### config.mk
export PLATFORM = sky130hd
export DESIGN_NAME = tcw_ctrl
export DESIGN_NICKNAME = d
export VERILOG_FILES = /design/src/hdl/tcw_pkg.sv /design/src/hdl/tcw_ctrl.sv
export SDC_FILE = /design/constraint.sdc
export NUM_CORES = 1
export LEC_CHECK = 0
export ABC_CLOCK_PERIOD_IN_PS = 2400
export BUFFER_PORTS_ARGS = -buffer_cell sky130_fd_sc_hd__buf_2
export CORE_ASPECT_RATIO = 0.9
export CORE_MARGIN = 5
export CORE_UTILIZATION = 25
export DETAILED_ROUTE_END_ITERATION = 8
export PLACE_DENSITY = 0.54
export SLEW_MARGIN = 20
export SYNTH_ARGS = -nofsm -noshare
export SYNTH_HDL_FRONTEND = slang
export SYNTH_SLANG_ARGS = --single-unit
export TNS_END_PERCENT = 5
### constraint.sdc
create_clock -name clk -period 2.4 [get_ports clk]
set_input_delay 0.48 -clock clk [delete_from_list [all_inputs] [get_ports clk]]
set_output_delay 0.48 -clock clk [all_outputs]
set_load 0.05 [all_outputs]
### src/hdl/tcw_pkg.sv
// text console writer package: field widths, operation and register codes,
// and the command and status structs between the controller and the datapath
// no dependencies
`timescale 1ns / 1ps

package tcw_pkg;

    localparam int OP_W        = 2;
    localparam int CHAR_W      = 8;
    localparam int INDEX_W     = 11;
    localparam int DATA_W      = 16;
    localparam int ROW_OUT_W   = 5;
    localparam int COL_OUT_W   = 7;
    localparam int POS_OUT_W   = 11;
    localparam int COLOR_W     = 4;
    localparam int CFG_INDEX_W = 2;
    localparam int CFG_DATA_W  = 8;

    typedef enum logic [OP_W-1:0] {
        OP_PUT   = 2'd0,
        OP_CLEAR = 2'd1,
        OP_READ  = 2'd2,
        OP_NONE  = 2'd3
    } op_t;

    localparam logic [CFG_INDEX_W-1:0] REG_FG_COLOR   = 2'd0;
    localparam logic [CFG_INDEX_W-1:0] REG_BG_COLOR   = 2'd1;
    localparam logic [CFG_INDEX_W-1:0] REG_BLANK_CHAR = 2'd2;

    localparam logic [COLOR_W-1:0] FG_COLOR_RESET   = 4'd15;
    localparam logic [COLOR_W-1:0] BG_COLOR_RESET   = 4'd0;
    localparam logic [CHAR_W-1:0]  BLANK_CHAR_RESET = 8'd32;

    localparam logic [CHAR_W-1:0] CHAR_NEWLINE = 8'd10;
    localparam logic [CHAR_W-1:0] CHAR_NUL     = 8'd0;

    // controller -> datapath
    typedef struct packed {
        logic capture;       // latch the accepted request
        logic put_write;     // write the character cell at the cursor
        logic col_inc;       // advance the cursor column
        logic new_row;       // move to column 0 of the next row
        logic col_zero;      // column 0 on the bottom row (scroll case)
        logic set_scrolled;  // flag the result as scrolled
        logic sweep_start;   // sweep counter to cell 0
        logic fill_start;    // sweep counter to the start of the bottom row
        logic copy_step;     // read one cell a row below, write it one row up
        logic blank_step;    // write one blank cell at the sweep counter
        logic home;          // cursor and last row to zero
        logic read_issue;    // read the requested cell
        logic finish;        // load the output register
    } tcw_cmd_t;

    // datapath -> controller
    typedef struct packed {
        op_t  op;
        logic is_newline;
        logic col_last;
        logic row_last;
        logic idx_ok;
        logic copy_last;
        logic sweep_last;
        logic out_free;
    } tcw_status_t;

endpackage

### src/hdl/tcw_ctrl.sv
// text console writer controller: one-hot state machine that sequences a put,
// a scroll, a clear or a read and issues commands to the datapath
// depends on tcw_pkg
`timescale 1ns / 1ps

module tcw_ctrl
    import tcw_pkg::*;
(
    input  logic        clk,
    input  logic        rst_n,
    input  logic        in_valid,
    output logic        in_stall,
    input  tcw_status_t st,
    output tcw_cmd_t    cmd
);

    typedef enum logic [6:0] {
        S_IDLE   = 7'b0000001,
        S_DECODE = 7'b0000010,
        S_COPY   = 7'b0000100,
        S_DRAIN  = 7'b0001000,
        S_FILL   = 7'b0010000,
        S_CLEAR  = 7'b0100000,
        S_FINISH = 7'b1000000
    } state_t;

    state_t state_reg;
    state_t state_next;
    logic   line_break;

    assign in_stall   = (state_reg != S_IDLE);
    assign line_break = st.is_newline || st.col_last;

    always_comb
    begin
        state_next = state_reg;
        cmd        = '0;
        unique case (state_reg)
            S_IDLE:
            begin
                if (in_valid)
                begin
                    cmd.capture = 1'b1;
                    state_next  = S_DECODE;
                end
            end
            S_DECODE:
            begin
                unique case (st.op)
                    OP_PUT:
                    begin
                        cmd.put_write = !st.is_newline;
                        if (line_break && st.row_last)
                        begin
                            cmd.col_zero     = 1'b1;
                            cmd.set_scrolled = 1'b1;
                            cmd.sweep_start  = 1'b1;
                            state_next       = S_COPY;
                        end
                        else if (line_break)
                        begin
                            cmd.new_row = 1'b1;
                            state_next  = S_FINISH;
                        end
                        else
                        begin
                            cmd.col_inc = 1'b1;
                            state_next  = S_FINISH;
                        end
                    end
                    OP_CLEAR:
                    begin
                        cmd.sweep_start = 1'b1;
                        state_next      = S_CLEAR;
                    end
                    OP_READ:
                    begin
                        cmd.read_issue = st.idx_ok;
                        state_next     = S_FINISH;
                    end
                    OP_NONE:
                    begin
                        state_next = S_FINISH;
                    end
                endcase
            end
            S_COPY:
            begin
                cmd.copy_step = 1'b1;
                if (st.copy_last)
                begin
                    state_next = S_DRAIN;
                end
            end
            S_DRAIN:
            begin
                // last copied cell is written back this cycle
                cmd.fill_start = 1'b1;
                state_next     = S_FILL;
            end
            S_FILL:
            begin
                cmd.blank_step = 1'b1;
                if (st.sweep_last)
                begin
                    state_next = S_FINISH;
                end
            end
            S_CLEAR:
            begin
                cmd.blank_step = 1'b1;
                if (st.sweep_last)
                begin
                    cmd.home   = 1'b1;
                    state_next = S_FINISH;
                end
            end
            S_FINISH:
            begin
                if (st.out_free)
                begin
                    cmd.finish = 1'b1;
                    state_next = S_IDLE;
                end
            end
            default:
            begin
                state_next = S_IDLE;
            end
        endcase
    end

    always_ff @(posedge clk or negedge rst_n)
    begin
        if (!rst_n)
        begin
            state_reg <= S_IDLE;
        end
        else
        begin
            state_reg <= state_next;
        end
    end

endmodule

After elaboration in Yosys (flattened, before gate mapping)
Cells that the tools add are included.

Equal/unequal tests: 15. Multiplexer cells: 25. Reduce and logical (&&, ||, !) cells: 7.

Operators by type and width (number): $pmux 7 s6 (1); $mux 7 (5); $pmux 7 s3 (1); $mux 1 (13); $eq 7x1->1 const B (1); $eq 7x2->1 const B (1); $eq 7x3->1 const B (1); $eq 7x4->1 const B (1); $eq 7x5->1 const B (1); $eq 7x6->1 const B (1); $eq 7x7->1 const B (1); $ne 7x1->1 const B (1); $mux 6 (1); $ne 2x2->1 const B (3); $mux 5 (1); $eq 2x2->1 const B (2); $reduce_and 4->1 (1); $reduce_or 2->1 (2); $mux 3 (1); $eq 2x1->1 const B (1); $logic_not 2->1 (1); $mux 2 (1); $ne 2x1->1 const B (1); $pmux 1 s2 (1); 3 further kinds (3).

Register bits: 7. Input port bits: 12. Output and inout bits: 14. Word-level logic and storage cells: 48.

Logic depth before layout (Yosys ltp)
Depth after elaboration: 5. Depth in mapped cells: 6. Mapped depth without buffers: 4.

Worst setup path after synthesis
OpenSTA, ideal clock, no wires.

Path type: register to output. From: register state_reg[2]. To: output port cmd[2] in the netlist's numbering. Arrival: 2.519 ns. Data required time: 1.920 ns. Path slack: -0.599 ns. Cell stages (with the launch flop): 4. Path buffers: 1. Cells stage by stage: dfrtp_1 buf_6 or4_4 nor4_1.

RTL lines: start, declared (line tcw_ctrl.sv:27) `state_t state_reg;`; start signal, assigned (line tcw_ctrl.sv:141) `state_reg <= state_next;`; end, declared (line tcw_ctrl.sv:14) `output tcw_cmd_t cmd`.

==> flow_summary_export.csv <==
group,metric,value,unit
outcome,outcome,"finished, final reports clean",
critical_path,max_stage_delay,0.58,ns
drt,vias,599,
die,placementRows,15,
placed_design,dp_cells,117,
synthesis,synth-seq-cells,7,
sta,slew_violations,0,
layout,final_util,0.448,
sta,hold_violations,0,
placed_design,gp_congestion,0.773,
layout,syn_to_final_growth,71.2,%
synthesis,async_flop_share,1.00,
clock_tree,clock_path_buffers,2,
sta,slew-limit-headroom,0.825,
die,dieArea,2970,sq um
synthesis,synth_fp_nets,74,
synthesis,synth_area_per_cell,7.99,sq um
synthesis,syn_area,495,sq um
clock_tree,cts_max_level,1,
global_route,track_usage,0.103,
clock_tree,cts.sinks,7,
die,die_h,52.2,um
die,die_width,56.9,um
layout,nets,113,
critical_path,criticalPathCategory,"reg -> out",
pwr,ir_drop,0.323,mV
critical_path,cp-start-kind,"register",
critical_path,cp.required,1.92,ns
critical_path,endpoint_kind,"output port",
sta,fmax,421,MHz
critical_path,crit_family,"simple AND/OR/NAND/NOR gates",
synthesis,synth_area_leaders,"dfrtp_1 30%, nor2_1 7.6%, nor3_1 6.1%, dfstp_2 5.3%, inv_1 4.5%",
critical_path,cp_max_fo,6,
synthesis,synth_top_area_frac,0.303,
hold_path,hp-class,"in -> async",
synthesis,synth_commonest_cells,"10 x nor2_1, 6 x dfrtp_1, 6 x inv_1, 6 x nor3_1",
sta,fin_crit_sh,0.991,
pwr,internal_power,0.360,mW
pwr,power_leakage,0.413,nW
synthesis,synth_cell_types,30,
clock_tree,clkLatencyLatePin,0.25,ns
sta,setup_viol,0,
synthesis,ys_seq_area_frac,0.356,
drt,wl_per_cell,12.4,um
synthesis,synth_edf_count,0,
drt,drc,0,
synthesis,synth-main-ff-cell,"dfrtp_1",
global_route,antenna_found_initial,0,
drt,viasPerCell,4.79,
clock_tree,cts_buffers,3,
pwr,pwr-share-comb,0.565,
clock_tree,cts_tree,"built",
placed_design,dpl.hpwl,1220,um
critical_path,critical_path_arrival,1.90,ns
sta,clock_skew,0.00106,ns
drt,drtAntennaViolNets,0,
pwr,clockPowerShare,0.162,
layout,largest_register_ffs,7,
global_route,grt_start_max_net_pins,8,
layout,stdcell_count,125,
sta,final.min_clock_period,2.38,ns
pwr,switching_share,0.458,
critical_path,crit_chain,"or4_4 > or3_4 > inv_1 > buf_6",
placed_design,port-buffer-count,25,
die,ios,26,
drt,drt_iter0_markers,6,
job,drv_cap,0,
synthesis,synth_cells,62,
critical_path,rrSetupSlack,0.47,ns
sta,rsz0062_at_grt,"true",
clock_tree,clk_pin_slew_worst_paths,0.05,ns
clock_tree,ctsRootBufferMaster,"clkbuf_4",
pwr,powerDensity,783,nW/um^2
synthesis,yosysTopAreaCell,"dfrtp_1",
layout,diodes,0,
critical_path,worst-path-buf-inv,2,
sta,tightest_slew,0.260,ns
die,initial_core_util,0.261,
die,core-area,1900,sq um
drt,drt_first_pass_iters,4,
synthesis,synth.most_common_cell,"nor2_1",
drt,totalWireLength,1550,um
global_route,grt_pass1_vias,536,
pwr,power_frac_seq,0.273,
critical_path,cpMaxStageDelayCell,"or4_4",
synthesis,yosysWarnings,0,
global_route,overflow,0,
pwr,switchingPower,0.304,mW
layout,drive_gt1_frac,0.530,
global_route,grt_pass1_wl,2300,um
clock_tree,hold_buffers,0,
metrics by stage:
stage	power, mW	setup WS (ns)	cell area, sq um	setup TNS (ns)	hold slack (ns)
finish	0.665	0.0223	848	0	0.0466
global route	0.706	-0.0697	848	-0.235	0.0486
global placement	0.494	0.109	732	0	0.326
floorplan	0.394	-0.192	542	-0.519	0.184
detailed placement	0.498	0.0670	732	0	0.323
CTS	0.619	0.00651	787	0	0.0474
worst paths after layout:
| path | from | end | depth (start not counted) |
|---|---|---|---|
| min | rst_n | state_reg[1] | 1 |
| max | state_reg[2] | cmd[3] | 4 |
| min reg2reg | state_reg[0] | state_reg[1] | 2 |
| max in group asynchronous | rst_n | state_reg[0] | 1 |
| min in group clk | in_valid | state_reg[0] | 2 |
| max reg2reg | state_reg[2] | state_reg[5] | 4 |
per-layer routing:
metal,up-vias,routed length (um),GRT usage
met2,30,696,0.152
met4,0,18,0.0347
met1,267,678,0.129
met5,-,0,0
li1,299,-,-
met3,3,153,0.0493
placed cells by master (no fill, tap or decap), types with 3 or more instances in the layout:
cell type and instances:
nand2_1 3, o21ai_0 3, clkbuf_4 3, buf_6 5, buf_2 19, inv_1 6
nor3_1 3, buf_4 12, dfrtp_1 5, nor2_1 7
power by group through the flow:
stage               clock network [mW]  logic [mW]  registers [mW]
floorplan                            0       0.225           0.170
global placement                     0       0.320           0.175
detailed placement                   0       0.325           0.173
CTS                              0.112       0.332           0.174
global route                     0.121       0.400           0.185
finish                           0.108       0.375           0.182
repair_timing:
item | 4_1_cts | 5_1_grt
pin swaps | 1 | 4
setup endpoints to repair | 6 | 6
setup buffers | 0 | 4
resized for setup | 9 | 8
kinds of logic (layout without fill, tap and decap cells):
family | Yosys count | in the layout | share of synthesized area
and+or+nand+nor | 34 | 34 | 0.376
AOI/OAI and AO/OA | 11 | 11 | 0.149
buffers and inverters | 8 | 46 | 0.0833
DFF | 7 | 7 | 0.356
xor gates and xnor gates | 2 | 2 | 0.0354
final cells by class:
cell class | instances | area (sq um)
inverter | 6 | 22.5
timing repair buffer | 36 | 241
clock buffer | 4 | 26.3
fill | 207 | 1050
sequential | 7 | 178
tap | 25 | 31.3
multi-input combinational | 47 | 349
Power figures use the tool's default switching activity.
